===== config.mk =====
export PLATFORM = sky130hd
export DESIGN_NAME = pcma_div
export DESIGN_NICKNAME = d
export VERILOG_FILES = /design/src/per_cell_mean_accumulator_assert.svh /design/src/pcma_pkg.sv /design/src/pcma_div.sv
export SDC_FILE = /design/constraint.sdc
export NUM_CORES = 1
export LEC_CHECK = 0
export ABC_AREA = 1
export BUFFER_PORTS_ARGS = -buffer_cell sky130_fd_sc_hd__buf_2
export CORE_ASPECT_RATIO = 1.2
export CORE_MARGIN = 10
export CORE_UTILIZATION = 57
export CTS_BUF_LIST = sky130_fd_sc_hd__clkbuf_16
export CTS_CLUSTER_DIAMETER = 150
export DETAILED_ROUTE_END_ITERATION = 16
export PLACE_DENSITY = 0.81
export SYNTH_ARGS = -nofsm -noshare
export SYNTH_HDL_FRONTEND = slang
export SYNTH_SLANG_ARGS = --single-unit

===== constraint.sdc =====
create_clock -name i_clk -period 2.33 [get_ports i_clk]
set_input_delay 0.1165 -clock i_clk [delete_from_list [all_inputs] [get_ports i_clk]]
set_output_delay 0.1165 -clock i_clk [all_outputs]
set_load 0.03 [all_outputs]

===== src/per_cell_mean_accumulator_assert.svh =====
// Assertion macros for the per-cell mean accumulator.
// Included by the top level only; needs no package.
`ifndef PER_CELL_MEAN_ACCUMULATOR_ASSERT_SVH
`define PER_CELL_MEAN_ACCUMULATOR_ASSERT_SVH

// Same-cycle implication, held off while reset is low
`define PCMA_ASSERT_NOW(label, clk, rst_n, ante, cons, msg) \
    label: assert property (@(posedge clk) disable iff (!(rst_n)) (ante) |-> (cons)) \
        else $error(msg);

// Next-cycle implication, held off while reset is low
`define PCMA_ASSERT_NEXT(label, clk, rst_n, ante, cons, msg) \
    label: assert property (@(posedge clk) disable iff (!(rst_n)) (ante) |=> (cons)) \
        else $error(msg);

`endif


===== src/pcma_pkg.sv =====
// Shared types and constants for the per-cell mean accumulator.
// No dependencies; used by pcma_div and the top level.
package pcma_pkg;

    // Parameter defaults
    localparam int NUM_CELLS_DEF   = 4096;
    localparam int COUNT_BITS_DEF  = 16;
    localparam int SAMPLE_BITS_DEF = 32;

    // Fixed port field widths
    localparam int OP_W        = 2;
    localparam int IDX_W       = 12;
    localparam int SAMPLE_W    = 32;
    localparam int MEAN_W      = 32;
    localparam int COUNT_OUT_W = 16;

    // Operation codes; the unused code behaves as a read
    typedef enum logic [OP_W-1:0] {
        OP_ADD    = 2'd0,
        OP_REMOVE = 2'd1,
        OP_READ   = 2'd2
    } t_op;

    // Sequencer states, one-hot
    typedef enum logic [6:0] {
        S_CLEAR  = 7'b0000001,
        S_IDLE   = 7'b0000010,
        S_READ   = 7'b0000100,
        S_UPDATE = 7'b0001000,
        S_PREP   = 7'b0010000,
        S_DIV    = 7'b0100000,
        S_FIN    = 7'b1000000
    } t_state;

    // Divider status toward the sequencer
    typedef struct packed {
        logic busy;
        logic done;
    } t_div_stat;

endpackage


===== src/pcma_div.sv =====
// Radix-2 restoring divider: unsigned magnitude over count, 32-bit quotient,
// all ones when the quotient does not fit. Depends on pcma_pkg.
module pcma_div #(
    parameter int SUM_BITS   = pcma_pkg::SAMPLE_BITS_DEF + pcma_pkg::COUNT_BITS_DEF,
    parameter int COUNT_BITS = pcma_pkg::COUNT_BITS_DEF
) (
    input  logic                          i_clk,
    input  logic                          i_rst_n,
    input  logic                          i_start,
    input  logic [SUM_BITS-1:0]           i_dividend,
    input  logic [COUNT_BITS-1:0]         i_divisor,
    output pcma_pkg::t_div_stat           o_stat,
    output logic [pcma_pkg::MEAN_W-1:0]   o_quotient
);

    localparam int QW    = pcma_pkg::MEAN_W;
    localparam int EXT_W = SUM_BITS + QW;
    localparam int STEPW = $clog2(QW);

    logic [EXT_W-1:0]      w_ext;
    logic [SUM_BITS-1:0]   w_hi;
    logic [COUNT_BITS:0]   w_rem2;
    logic                  w_ge;
    logic [COUNT_BITS:0]   w_diff;

    logic                  r_busy;
    logic                  r_done;
    logic [STEPW-1:0]      r_step;
    logic [COUNT_BITS-1:0] r_div;
    logic [COUNT_BITS-1:0] r_rem;
    logic [QW-1:0]         r_lo;
    logic [QW-1:0]         r_quo;

    // Split dividend: upper part below divisor means quotient fits 32 bits
    assign w_ext = EXT_W'(i_dividend);
    assign w_hi  = w_ext[EXT_W-1:QW];

    // One quotient bit per cycle
    assign w_rem2 = {r_rem, r_lo[QW-1]};
    assign w_ge   = (w_rem2 >= {1'b0, r_div});
    assign w_diff = w_rem2 - {1'b0, r_div};

    always_ff @(posedge i_clk) begin
        if (!i_rst_n) begin
            r_busy <= 1'b0;
            r_done <= 1'b0;
            r_step <= '0;
        end else begin
            r_done <= 1'b0;
            if (i_start) begin
                r_step <= '0;
                if (w_hi >= SUM_BITS'(i_divisor)) begin
                    r_done <= 1'b1;
                end else begin
                    r_busy <= 1'b1;
                end
            end else if (r_busy) begin
                r_step <= r_step + 1'b1;
                if (r_step == STEPW'(QW - 1)) begin
                    r_busy <= 1'b0;
                    r_done <= 1'b1;
                end
            end
        end
    end

    // Datapath
    always_ff @(posedge i_clk) begin
        if (i_start) begin
            r_div <= i_divisor;
            r_rem <= w_hi[COUNT_BITS-1:0];
            r_lo  <= w_ext[QW-1:0];
            r_quo <= '1;
        end else if (r_busy) begin
            r_rem <= w_ge ? w_diff[COUNT_BITS-1:0] : w_rem2[COUNT_BITS-1:0];
            r_lo  <= {r_lo[QW-2:0], 1'b0};
            r_quo <= {r_quo[QW-2:0], w_ge};
        end
    end

    assign o_stat.busy = r_busy;
    assign o_stat.done = r_done;
    assign o_quotient  = r_quo;

endmodule


==> metrics.txt <==
Max Fanout on Critical Path 8; CP startpoint kind flip-flop; GR Util All Layers 0.184; full die area 14500 µm²; Post-Syn Area 5750 µm²; clk_lat worst skew 0.35 ns; yosys warns 0; Worst R2R Path Depth 13; area share of the largest cell type after synthesis 0.334; crit path to r_rem[0]; Clock Path Buffers 2; Leakage 3.60 nW; Worst EP required 2.40 ns; biggest area consumer among synthesized cells edfxtp_1; Setup Viol. Count Final 0; Die H 130 µm; FP Rows 40; Post-synth ARST share 0; Crit Reg-Reg Endpoint r_rem[0]; RePlAce Congestion 0.977; status complete, no violations; final worst setup slack 0.108 ns; drt total wl 13700 µm; post-synth cell types 33; TritonCTS clock tree done; flop-to-flop setup slack 0.11 ns; ratio of cells with drive above 1 in the final layout 0.203; top cells by area, synth edfxtp_1 (33%), nand2_1 (16%), dfxtp_1 (14%); period utilisation layout 0.953; Via-to-Cell Ratio 5.06; placed cell count 917; DRT iter0 DRCs 325; effective utilization at floorplan 0.577; First-pass DRT Iterations 5; post-synthesis net count 806; MaxCap Viol Count 0; Highest Clock Rate 450 MHz; CTS buffer count 9; clk slew on worst S/H paths 0.07 ns; Syn Area/Cell 8.17 µm²; vias in the first global route 4967; Data arrival, critical path 2.29 ns; via count 4823; DP HPWL 10500 µm; area delta synth->final 19.8%; H-tree levels 3; critical path class reg -> reg; DRC viols 0; Layout Nets 923; Post-DRT Antenna Nets 0; normalized max-slew margin 0.652; final hold slack 0.0410 ns; FILL cells 764; Post-synth EDFFs 64; Seq/Total Area, Yosys 0.470; Setup WS pre-CTS 0.00456 ns; core area 9960 µm²; Synth Flop Type edfxtp_1; final core utilization 0.692; Hold Vio Cnt, Final 0; Die Span X 112 µm; PD cells 747 nW/µm²; CTS Root Cell clkbuf_16; Tmin final 2.22 ns; RSZ-0062 raised after global routing yes; largest net degree at the start of global routing 32; CTS Sinks 103; worst vdd ir 0.632 mV; drt wl/cell 14.3 µm; PortBufs 100; r2r startpoint r_div[11]; Final Non-Filler Cells 954; Synth Instances 704; crit path capture type flip-flop; Slew Viols, Final 0; first-pass GRT wire length 22400 µm; worst slew pin tran 0.522 ns; Worst Setup SP r_div[11]; Clock Skews 0.0142 ns; top-count cell post-synth nand2_1; Yosys reg bits 103; HP Class in -> reg; initial antenna violation count 2; IO Count 101; top post-synthesis cells by count nand2_1 (242), inv_1 (124), edfxtp_1 (64), dfxtp_1 (39), ha_1 (34); gr ovfl total 0
==> critical path, stage by stage, from the launching register on <==
cell and delay (ns):
edfxtp_1 0.39, inv_1 0.08, ha_2 0.32, nand2_2 0.12, inv_1 0.04, nand2_1 0.05, nand2_1 0.08, nand2_1 0.06
nand2_1 0.08, nor2_4 0.26, buf_4 0.21, nand3_1 0.08, nand3_1 0.08, o21ai_0 0.09
==> logic make-up after synthesis <==
logic type,Yosys count,share of synthesized area
XOR/XNOR,7,0.0107
AO/OA/AOI/OAI,58,0.0644
AND/OR/NAND/NOR,352,0.274
buffers and inverters,149,0.103
flip-flops,103,0.470
adder cells (fa/ha/maj),35,0.0775
==> state kept, by name, indices dropped and copies added, names as in the netlist <==
name        cells
r_div          16
r_done          1
r_busy          1
r_lo           32
r_step          5
o_quotient     32
r_rem          16
==> metal layers <==
metal / up-vias / share of wire / GRT usage
met5: - / 0.0013 / 0
met2: 125 / 0.53 / 0.335
met3: 18 / 0.042 / 0.0399
li1: 2486 / - / -
met4: 2 / 0.017 / 0.0757
met1: 2192 / 0.41 / 0.204
==> per-stage QoR <==
stage | total power, W | TNS [ns] | area (µm²)
finish | 0.00515 | 0 | 6890
global placement | 0.00362 | 0 | 6380
floorplan | 0.00330 | 0 | 5750
detailed placement | 0.00365 | 0 | 6380
global route | 0.00544 | -0.00307 | 6890
CTS | 0.00513 | 0 | 6840
==> power breakdown <==
part / internal [W] / total, W / switching [W]
Sequential: 0.00213 / 0.00219 / 0.0000637
Clock: 0.000794 / 0.00145 / 0.000653
Combinational: 0.000574 / 0.00151 / 0.000933
Total: 0.00350 / 0.00515 / 0.00165
==> final cells by class <==
cell class / count / area, µm² / area share
Tap cell: 126 / 158 / 0.0229
Multi-Input combinational cell: 452 / 2490 / 0.361
Antenna cell: 2 / 5.00 / 0.000726
Sequential cell: 103 / 2700 / 0.392
Clock buffer: 10 / 250 / 0.0363
Inverter: 126 / 473 / 0.0686
Clock inverter: 6 / 41.3 / 0.00599
Timing Repair Buffer: 129 / 771 / 0.112
==> cells in the final DEF, fill, tap and decap left out, types with 2 or more instances in the layout <==
master,synthesis,layout
a21oi_1,21,21
a22oi_1,29,29
buf_2,3,100
buf_4,4,12
clkbuf_16,0,10
dfxtp_1,39,39
diode_2,0,2
dlygate4sd3_1,0,16
edfxtp_1,64,64
ha_1,34,30
ha_2,0,3
inv_1,124,124
inv_2,2,3
inv_4,0,2
nand2_1,242,242
nand2_2,12,12
nand2_4,2,2
nand3_1,33,31
nand3_2,8,10
nand3b_1,13,13
nand4_1,5,5
nor2_1,20,18
nor2_2,2,4
nor2_4,3,3
nor3_1,9,9
o21ai_0,4,4
xnor2_1,7,7
==> what timing repair did <==
item,in CTS,in global routing
resized for setup,1,6
endpoints found under the setup margin,1,9
pin swaps,0,2
hold endpoints to repair,16,0
gates cloned,0,0
hold buffers,16,0
buffers inserted,0,3
==> how the worst min path moves through the flow <==
stage	startpoint	end	depth (start not counted)
after floorplan	i_divisor[0]	r_div[0]	0
after global placement	i_divisor[13]	r_div[13]	1
after detailed placement	i_divisor[2]	r_div[2]	1
after CTS	i_dividend[25]	r_lo[25]	3
after global routing	i_dividend[8]	r_lo[8]	3
final	i_dividend[0]	r_lo[0]	3
No activity file was read; power rests on OpenSTA's default activity.
