`src/per_cell_mean_accumulator_assert.svh`:
```
// Assertion macros for the per-cell mean accumulator.
// Included by the top level only; needs no package.
`ifndef PER_CELL_MEAN_ACCUMULATOR_ASSERT_SVH
`define PER_CELL_MEAN_ACCUMULATOR_ASSERT_SVH

// Same-cycle implication, held off while reset is low
`define PCMA_ASSERT_NOW(label, clk, rst_n, ante, cons, msg) \
    label: assert property (@(posedge clk) disable iff (!(rst_n)) (ante) |-> (cons)) \
        else $error(msg);

// Next-cycle implication, held off while reset is low
`define PCMA_ASSERT_NEXT(label, clk, rst_n, ante, cons, msg) \
    label: assert property (@(posedge clk) disable iff (!(rst_n)) (ante) |=> (cons)) \
        else $error(msg);

`endif

```
`src/pcma_ram.sv`:
```
// Generic single-write, single-read RAM with registered read data.
// No dependencies.
module pcma_ram #(
    parameter  int WIDTH = 8,
    parameter  int DEPTH = 16,
    localparam int AW    = (DEPTH > 1) ? $clog2(DEPTH) : 1
) (
    input  logic             i_clk,
    input  logic             i_we,
    input  logic [AW-1:0]    i_waddr,
    input  logic [WIDTH-1:0] i_wdata,
    input  logic [AW-1:0]    i_raddr,
    output logic [WIDTH-1:0] o_rdata
);

    logic [WIDTH-1:0] r_mem [DEPTH];
    logic [WIDTH-1:0] r_rdata;

    // Write port and registered read port
    always_ff @(posedge i_clk) begin
        if (i_we) begin
            r_mem[i_waddr] <= i_wdata;
        end
        r_rdata <= r_mem[i_raddr];
    end

    assign o_rdata = r_rdata;

endmodule

```
`config.mk`:
```
export PLATFORM = sky130hd
export DESIGN_NAME = pcma_ram
export DESIGN_NICKNAME = d
export VERILOG_FILES = /design/src/per_cell_mean_accumulator_assert.svh /design/src/pcma_ram.sv
export SDC_FILE = /design/constraint.sdc
export NUM_CORES = 1
export LEC_CHECK = 0
export BUFFER_PORTS_ARGS = -buffer_cell sky130_fd_sc_hd__clkbuf_2
export CORE_ASPECT_RATIO = 1.1
export CORE_MARGIN = 4
export CORE_UTILIZATION = 65
export DETAILED_ROUTE_END_ITERATION = 12
export PLACE_DENSITY = 0.94
export RECOVER_POWER = 100
export REMOVE_ABC_BUFFERS = 1
export SLEW_MARGIN = 20
export SYNTH_ARGS = -nofsm -noshare
export SYNTH_HDL_FRONTEND = slang
export SYNTH_SLANG_ARGS = --single-unit
```
`constraint.sdc`:
```
create_clock -name i_clk -period 5 [get_ports i_clk]
set_clock_uncertainty 0.05 [all_clocks]
set_input_delay 0.25 -clock i_clk [delete_from_list [all_inputs] [get_ports i_clk]]
set_output_delay 0.25 -clock i_clk [all_outputs]
set_load 0.02 [all_outputs]
```
==> flow_metrics.py, run 1 <==
metrics = {
    "logic_synthesis": {
        "syn_avg_cell_area_sq_um": 22.48,
        "yosysUniqueCellTypes": 19,
        "syn_area_sq_um": 5147,
        "yosys_warnings": 0,
        "yosysSeqAreaShare_pct": 77.78,
        "syn_inst": 229,
        "ys_ff_latch": 136,
    },
    "run_status": {
        "violations": "max-capacitance violations, max-slew violations",
        "status": "finished with violations",
    },
    "die": {
        "dieHeight_microns": 101.3,
        "die-area_sq_um": 9409,
        "coreArea_sq_um": 7597,
        "die-width_microns": 92.85,
        "io_pins": 26,
        "rows": 33,
        "initial_utilization_pct": 67.75,
    },
    "clock_network": {
        "cts_root_buf": "clkbuf_8",
        "ctsLongestPathBuffers": 2,
        "clock_sinks": 136,
        "cts_setup_buffers": 0,
        "cts_max_level": 4,
        "cts_tree": "done",
        "cts-resized-gates": 0,
        "hold_buffers": 0,
        "clk_pin_slew_ns": 0.06,
        "insertion_delay_ns": 0.53,
        "cts_made_buffers": 17,
    },
    "grt": {
        "grt_start_max_net_pins": 33,
        "grt_use_total_pct": 24.63,
        "grt_pass1_vias": 2617,
        "grt-ovfl-total": 0,
        "antenna_found_initial": 0,
        "grt_first_pass_wirelength_microns": 15860,
    },
    "route": {
        "dr_total_vias": 2491,
        "firstDrtPassIters": 7,
        "drcViolationCount": 0,
        "first_iter_violations": 336,
        "vias_per_cell": 6.470,
        "ant_nets": 0,
        "drt-total-wl_microns": 10350,
        "wire_per_inst_microns": 26.89,
    },
    "power": {
        "power_density_nw_per_um2": 440.2,
        "p_leak_nw": 1.908,
        "peakVddDrop_uv": 400.6,
    },
    "min_path": {
        "hp-class": "in2reg",
        "min_path_cells": 1,
    },
    "placed_design": {
        "gp_congestion": 0.7650,
        "place_area_sq_um": 5348,
        "hpwl_microns": 5863,
        "port_buffers": 25,
    },
    "timing": {
        "fin_crit_sh_pct": 55.18,
        "timing.hold.ws_ns": 0.2014,
        "slew_headroom_pct": -63.61,
        "hold_viol_final": 0,
        "grt_setup_unrepaired": "no",
        "fmax_mhz": 362.4,
        "tightest_slew_ns": 2.454,
        "maxSlewViolCount": 33,
        "setup_violations": 0,
        "fin_setup_tns_ns": 0,
        "period_needed_ns": 2.759,
    },
    "critical_path": {
        "timing.rr.start": "r_mem[5][2]",
        "critPathKind": "in2reg",
        "crit_path_top_delay_cell": "clkbuf_1",
        "path_cells": "clkbuf_1 > mux4_1 > a22oi_1 > nand2_1",
        "critPathBufInv": 1,
        "endpoint": "o_rdata[2]",
        "critPathLaunch": "i_raddr[0]",
        "cp.required_ns": 5.36,
        "worstPathArrival_ns": 3.12,
        "reg2reg_depth": 3,
        "path_depth": 4,
        "crit_path_start_kind": "input pin",
        "critical_path.top_delay_family": "buffers and inverters",
        "path_max_fanout": 32,
        "critPathMaxStageDelay_ns": 1.71,
        "regToRegSetupSlack_ns": 3.54,
        "worstReg2RegEnd": "o_rdata[2]",
        "end_kind": "flip-flop",
    },
    "final_layout": {
        "regArea_sq_um": 4004,
        "nFillCells": 406,
        "nets": 285,
        "final_cell_mix": "edfxtp_1 (128), clkbuf_1 (25), mux4_2 (18)",
        "multi_input_area_sq_um": 1057,
        "synthToLayoutAreaGrowth_pct": 14.17,
        "design_area_sq_um": 5877,
        "final_core_util_pct": 77.36,
        "mostFrequentLayoutCell": "edfxtp_1",
        "antenna_cells": 0,
        "drive_above_1_share_pct": 19.29,
    },
    "flow_run": {
        "maxCapViolCount": 1,
    },
}
[sequential cells by signal (all words and copies together) (netlist names)]
register and count:
r_mem 128, o_rdata 8
[metal layers]
metal | track usage [%] | up-vias | routed length, microns
met4 | 9.019 | 0 | 226
met3 | 7.058 | 24 | 843
met2 | 38.61 | 139 | 5313
met5 | 0 | - | 0
met1 | 33.88 | 1279 | 3970
li1 | - | 1049 | -
[worst register-to-register path, stage by stage (launching register included)]
cell      delay (ns)
edfxtp_1        0.40
mux4_1          0.53
a22oi_1         0.28
nand2_1         0.09
[synthesized netlist by cell type, drive strengths merged]
master,instances,area (sq um)
clkdlybuf4s25,3,30.03
edfxtp,128,3844
nor3,4,20.02
and2b,1,7.510
nand2b,2,12.51
a22oi,16,120.1
nand3b,2,15.01
nor2,13,48.80
nand3,1,5.000
buf,7,56.30
nand2,9,33.78
or3b,1,8.760
mux4,32,773.2
nor2b,1,6.260
and2,1,6.260
dfxtp,8,160.2
[logic make-up after synthesis]
logic type	share of synthesized area (%)
AND/OR/NAND/NOR	3.184
buffers and inverters	1.677
flip-flops	77.78
AO/OA/AOI/OAI	2.334
multiplexers	15.02
[how the worst min path moves through the flow]
| stage | startpoint | endpoint |
|---|---|---|
| final | i_wdata[0] | r_mem[12][0] |
| after detailed placement | r_mem[12][2] | o_rdata[2] |
| after global routing | i_wdata[5] | r_mem[13][5] |
| after CTS | i_wdata[5] | r_mem[13][5] |
| after floorplan | i_wdata[0] | r_mem[0][0] |
| after global placement | i_wdata[0] | r_mem[13][0] |
[per-stage QoR]
step	instances	power [mW]	worst slack, ns
after detailed placement	353	1.426	2.588
after global routing	385	2.666	1.919
after CTS	385	2.597	3.133
after global placement	353	1.418	2.628
after floorplan	219	1.364	3.207
final	385	2.587	2.241
[layout make-up]
cell class / instances / share of cell area [%]
sequential: 136 / 68.13
multi-input combinational: 83 / 17.99
clock buffer: 18 / 7.111
timing repair buffer: 29 / 1.959
clock inverter: 14 / 2.576
tap: 105 / 2.235
[where the power goes]
| part | switching, mW | leakage (nW) | internal, mW |
|---|---|---|---|
| registers | 0.00895 | 1.22 | 1.28 |
| clock network | 0.474 | 0.265 | 0.711 |
| logic | 0.0744 | 0.418 | 0.0429 |
| total | 0.557 | 1.91 | 2.03 |
Power figures use the tool's default switching activity.
==> run 2: changes to the inputs <==
--- a/config.mk
+++ b/config.mk
@@ -8,9 +8,9 @@
 export BUFFER_PORTS_ARGS = -buffer_cell sky130_fd_sc_hd__clkbuf_2
 export CORE_ASPECT_RATIO = 1.1
 export CORE_MARGIN = 4
-export CORE_UTILIZATION = 65
+export CORE_UTILIZATION = 60
 export DETAILED_ROUTE_END_ITERATION = 12
-export PLACE_DENSITY = 0.94
+export PLACE_DENSITY = 0.88
 export RECOVER_POWER = 100
 export REMOVE_ABC_BUFFERS = 1
 export SLEW_MARGIN = 20
==> constraint.sdc (replaced) <==
create_clock -name i_clk -period 2.59 [get_ports i_clk]
set_clock_uncertainty 0.05 [all_clocks]
set_input_delay 0.1295 -clock i_clk [delete_from_list [all_inputs] [get_ports i_clk]]
set_output_delay 0.1295 -clock i_clk [all_outputs]
set_load 0.02 [all_outputs]
==> flow_metrics.py, run 2 (synthesis gave the netlist of run 1 again) <==
metrics = {
    "clock_network": {
        "cts_tree": "done",
        "cts-resized-gates": 0,
        "insertion_delay_ns": 0.52,
        "cts_setup_buffers": 0,
        "cts_max_level": 4,
        "cts_root_buf": "clkbuf_8",
        "clock_sinks": 136,
        "ctsLongestPathBuffers": 2,
        "cts_made_buffers": 17,
        "clk_pin_slew_ns": 0.06,
        "hold_buffers": 5,
    },
    "die": {
        "die-width_microns": 96.31,
        "dieHeight_microns": 105.1,
        "rows": 35,
        "die-area_sq_um": 10130,
        "initial_utilization_pct": 61.54,
        "coreArea_sq_um": 8364,
        "io_pins": 26,
    },
    "final_layout": {
        "synthToLayoutAreaGrowth_pct": 15.53,
        "design_area_sq_um": 5947,
        "multi_input_area_sq_um": 1057,
        "final_cell_mix": "edfxtp_1 (128), clkbuf_1 (26), mux4_2 (18)",
        "largest_register_ffs": 128,
        "regArea_sq_um": 4004,
        "top_register": "r_mem",
        "drive_above_1_share_pct": 19.72,
        "antenna_cells": 0,
        "stdcell_count": 400,
        "nets": 294,
        "nFillCells": 496,
        "mostFrequentLayoutCell": "edfxtp_1",
    },
    "timing": {
        "slew_headroom_pct": 40.25,
        "period_needed_ns": 1.406,
        "fin_crit_sh_pct": 54.30,
        "fmax_mhz": 711.1,
        "grt_setup_unrepaired": "no",
        "setup_violations": 0,
        "fin_setup_tns_ns": 0,
        "tightest_slew_ns": 0.8930,
        "hold_viol_final": 0,
        "maxSlewViolCount": 0,
    },
    "critical_path": {
        "critPathKind": "reg2reg",
        "crit_path_start_kind": "flip-flop",
        "timing.rr.start": "r_mem[10][1]",
        "path_max_fanout": 1,
        "critPathMaxStageDelay_ns": 0.51,
        "path_cells": "mux4_1 > a22oi_1 > nand2_1",
        "regToRegSetupSlack_ns": 1.18,
        "worstPathArrival_ns": 1.74,
        "reg2reg_depth": 3,
        "worstReg2RegEnd": "o_rdata[1]",
        "cp.required_ns": 2.92,
        "end_kind": "flip-flop",
        "crit_path_top_delay_cell": "mux4_1",
    },
    "run_status": {
        "status": "finished, final reports clean",
    },
    "power": {
        "power_density_nw_per_um2": 816.2,
        "peakVddDrop_uv": 512.5,
        "p_leak_nw": 1.930,
    },
    "placed_design": {
        "place_area_sq_um": 5398,
        "port_buffers": 25,
        "gp_congestion": 0.7832,
        "placed_cells": 363,
        "hpwl_microns": 5643,
    },
    "min_path": {
        "min_path_cells": 4,
        "min_to": "o_rdata[4]",
        "hp-class": "in2reg",
        "min-delay-start": "i_raddr[2]",
    },
    "grt": {
        "use_met1_pct": 27.75,
        "grt_pass1_vias": 2568,
        "grt_first_pass_wirelength_microns": 14410,
        "grt-ovfl-total": 0,
        "grt_use_total_pct": 20.79,
        "use_met3_pct": 7.415,
        "grtUsageMet2_pct": 32.41,
        "antenna_found_initial": 0,
        "grt_start_max_net_pins": 33,
        "grt_busiest_layer": "met2",
    },
    "route": {
        "drt-total-wl_microns": 9099,
        "dr_total_vias": 2389,
        "first_iter_violations": 203,
        "drcViolationCount": 0,
        "wire_per_inst_microns": 22.75,
        "vias_per_cell": 5.973,
        "ant_nets": 0,
        "firstDrtPassIters": 5,
    },
    "flow_run": {
        "maxCapViolCount": 0,
    },
}
-- run 2: changes by cell type in the layout (fill, tap and decap cells not counted) --
cell / before / now
dlygate4sd3_1: 0 / 5
clkinvlp_4: 4 / 6
buf_12: 0 / 1
buf_4: 0 / 1
bufinv_16: 2 / 1
clkbuf_1: 25 / 26
clkbuf_2: 5 / 6
clkinv_4: 4 / 3
-- run 2: cell type report --
cell class                      count  area share (%)
Clock inverter                     14           2.146
Clock buffer                       18           7.027
Timing Repair Buffer               38           3.387
Tap cell                          111           2.335
Multi-Input combinational cell     83           17.78
Sequential cell                   136           67.33
-- run 2: metrics by stage --
stage	util (%)	hold slack (ns)	power, mW	setup slack (ns)
6_report	71.10	0.1217	4.854	1.184
5_1_grt	71.10	0.1441	5.027	1.165
4_1_cts	71.65	0.002119	4.899	1.186
3_5_place_dp	64.53	0.4965	2.754	0.8517
3_3_place_gp	64.53	0.4820	2.741	0.9242
2_1_floorplan	-	0.1784	2.634	0.9176
-- run 2: layer usage --
layer  vias to the layer above  share of wire (%)
met3                         8                8.0
met1                      1218                 39
li1                       1070                  -
met4                         0               0.81
met5                         -                  0
met2                        93                 52
-- run 2: worst max-delay path by stage --
stage,from,end,cells past startpoint
floorplan,i_waddr[2],r_mem[0][0],2
global placement,i_waddr[2],r_mem[2][5],3
detailed placement,i_waddr[2],r_mem[2][5],3
CTS,r_mem[10][1],o_rdata[1],3
global route,r_mem[10][1],o_rdata[1],3
finish,r_mem[10][1],o_rdata[1],3
-- run 2: report_power, final --
part | total (mW) | internal (mW) | leakage [nW] | switching, mW
clock network | 2.15 | 1.27 | 0.247 | 0.877
logic | 0.227 | 0.0900 | 0.459 | 0.137
registers | 2.48 | 2.46 | 1.22 | 0.0149
total | 4.85 | 3.83 | 1.93 | 1.03
-- run 2: worst max-delay path: cells and delay by family (launching register included) --
family             cells  cell delay, ns
DFF                    1            0.37
and+or+nand+nor        1            0.10
AOI/OAI and AO/OA      1            0.24
muxes                  1            0.51
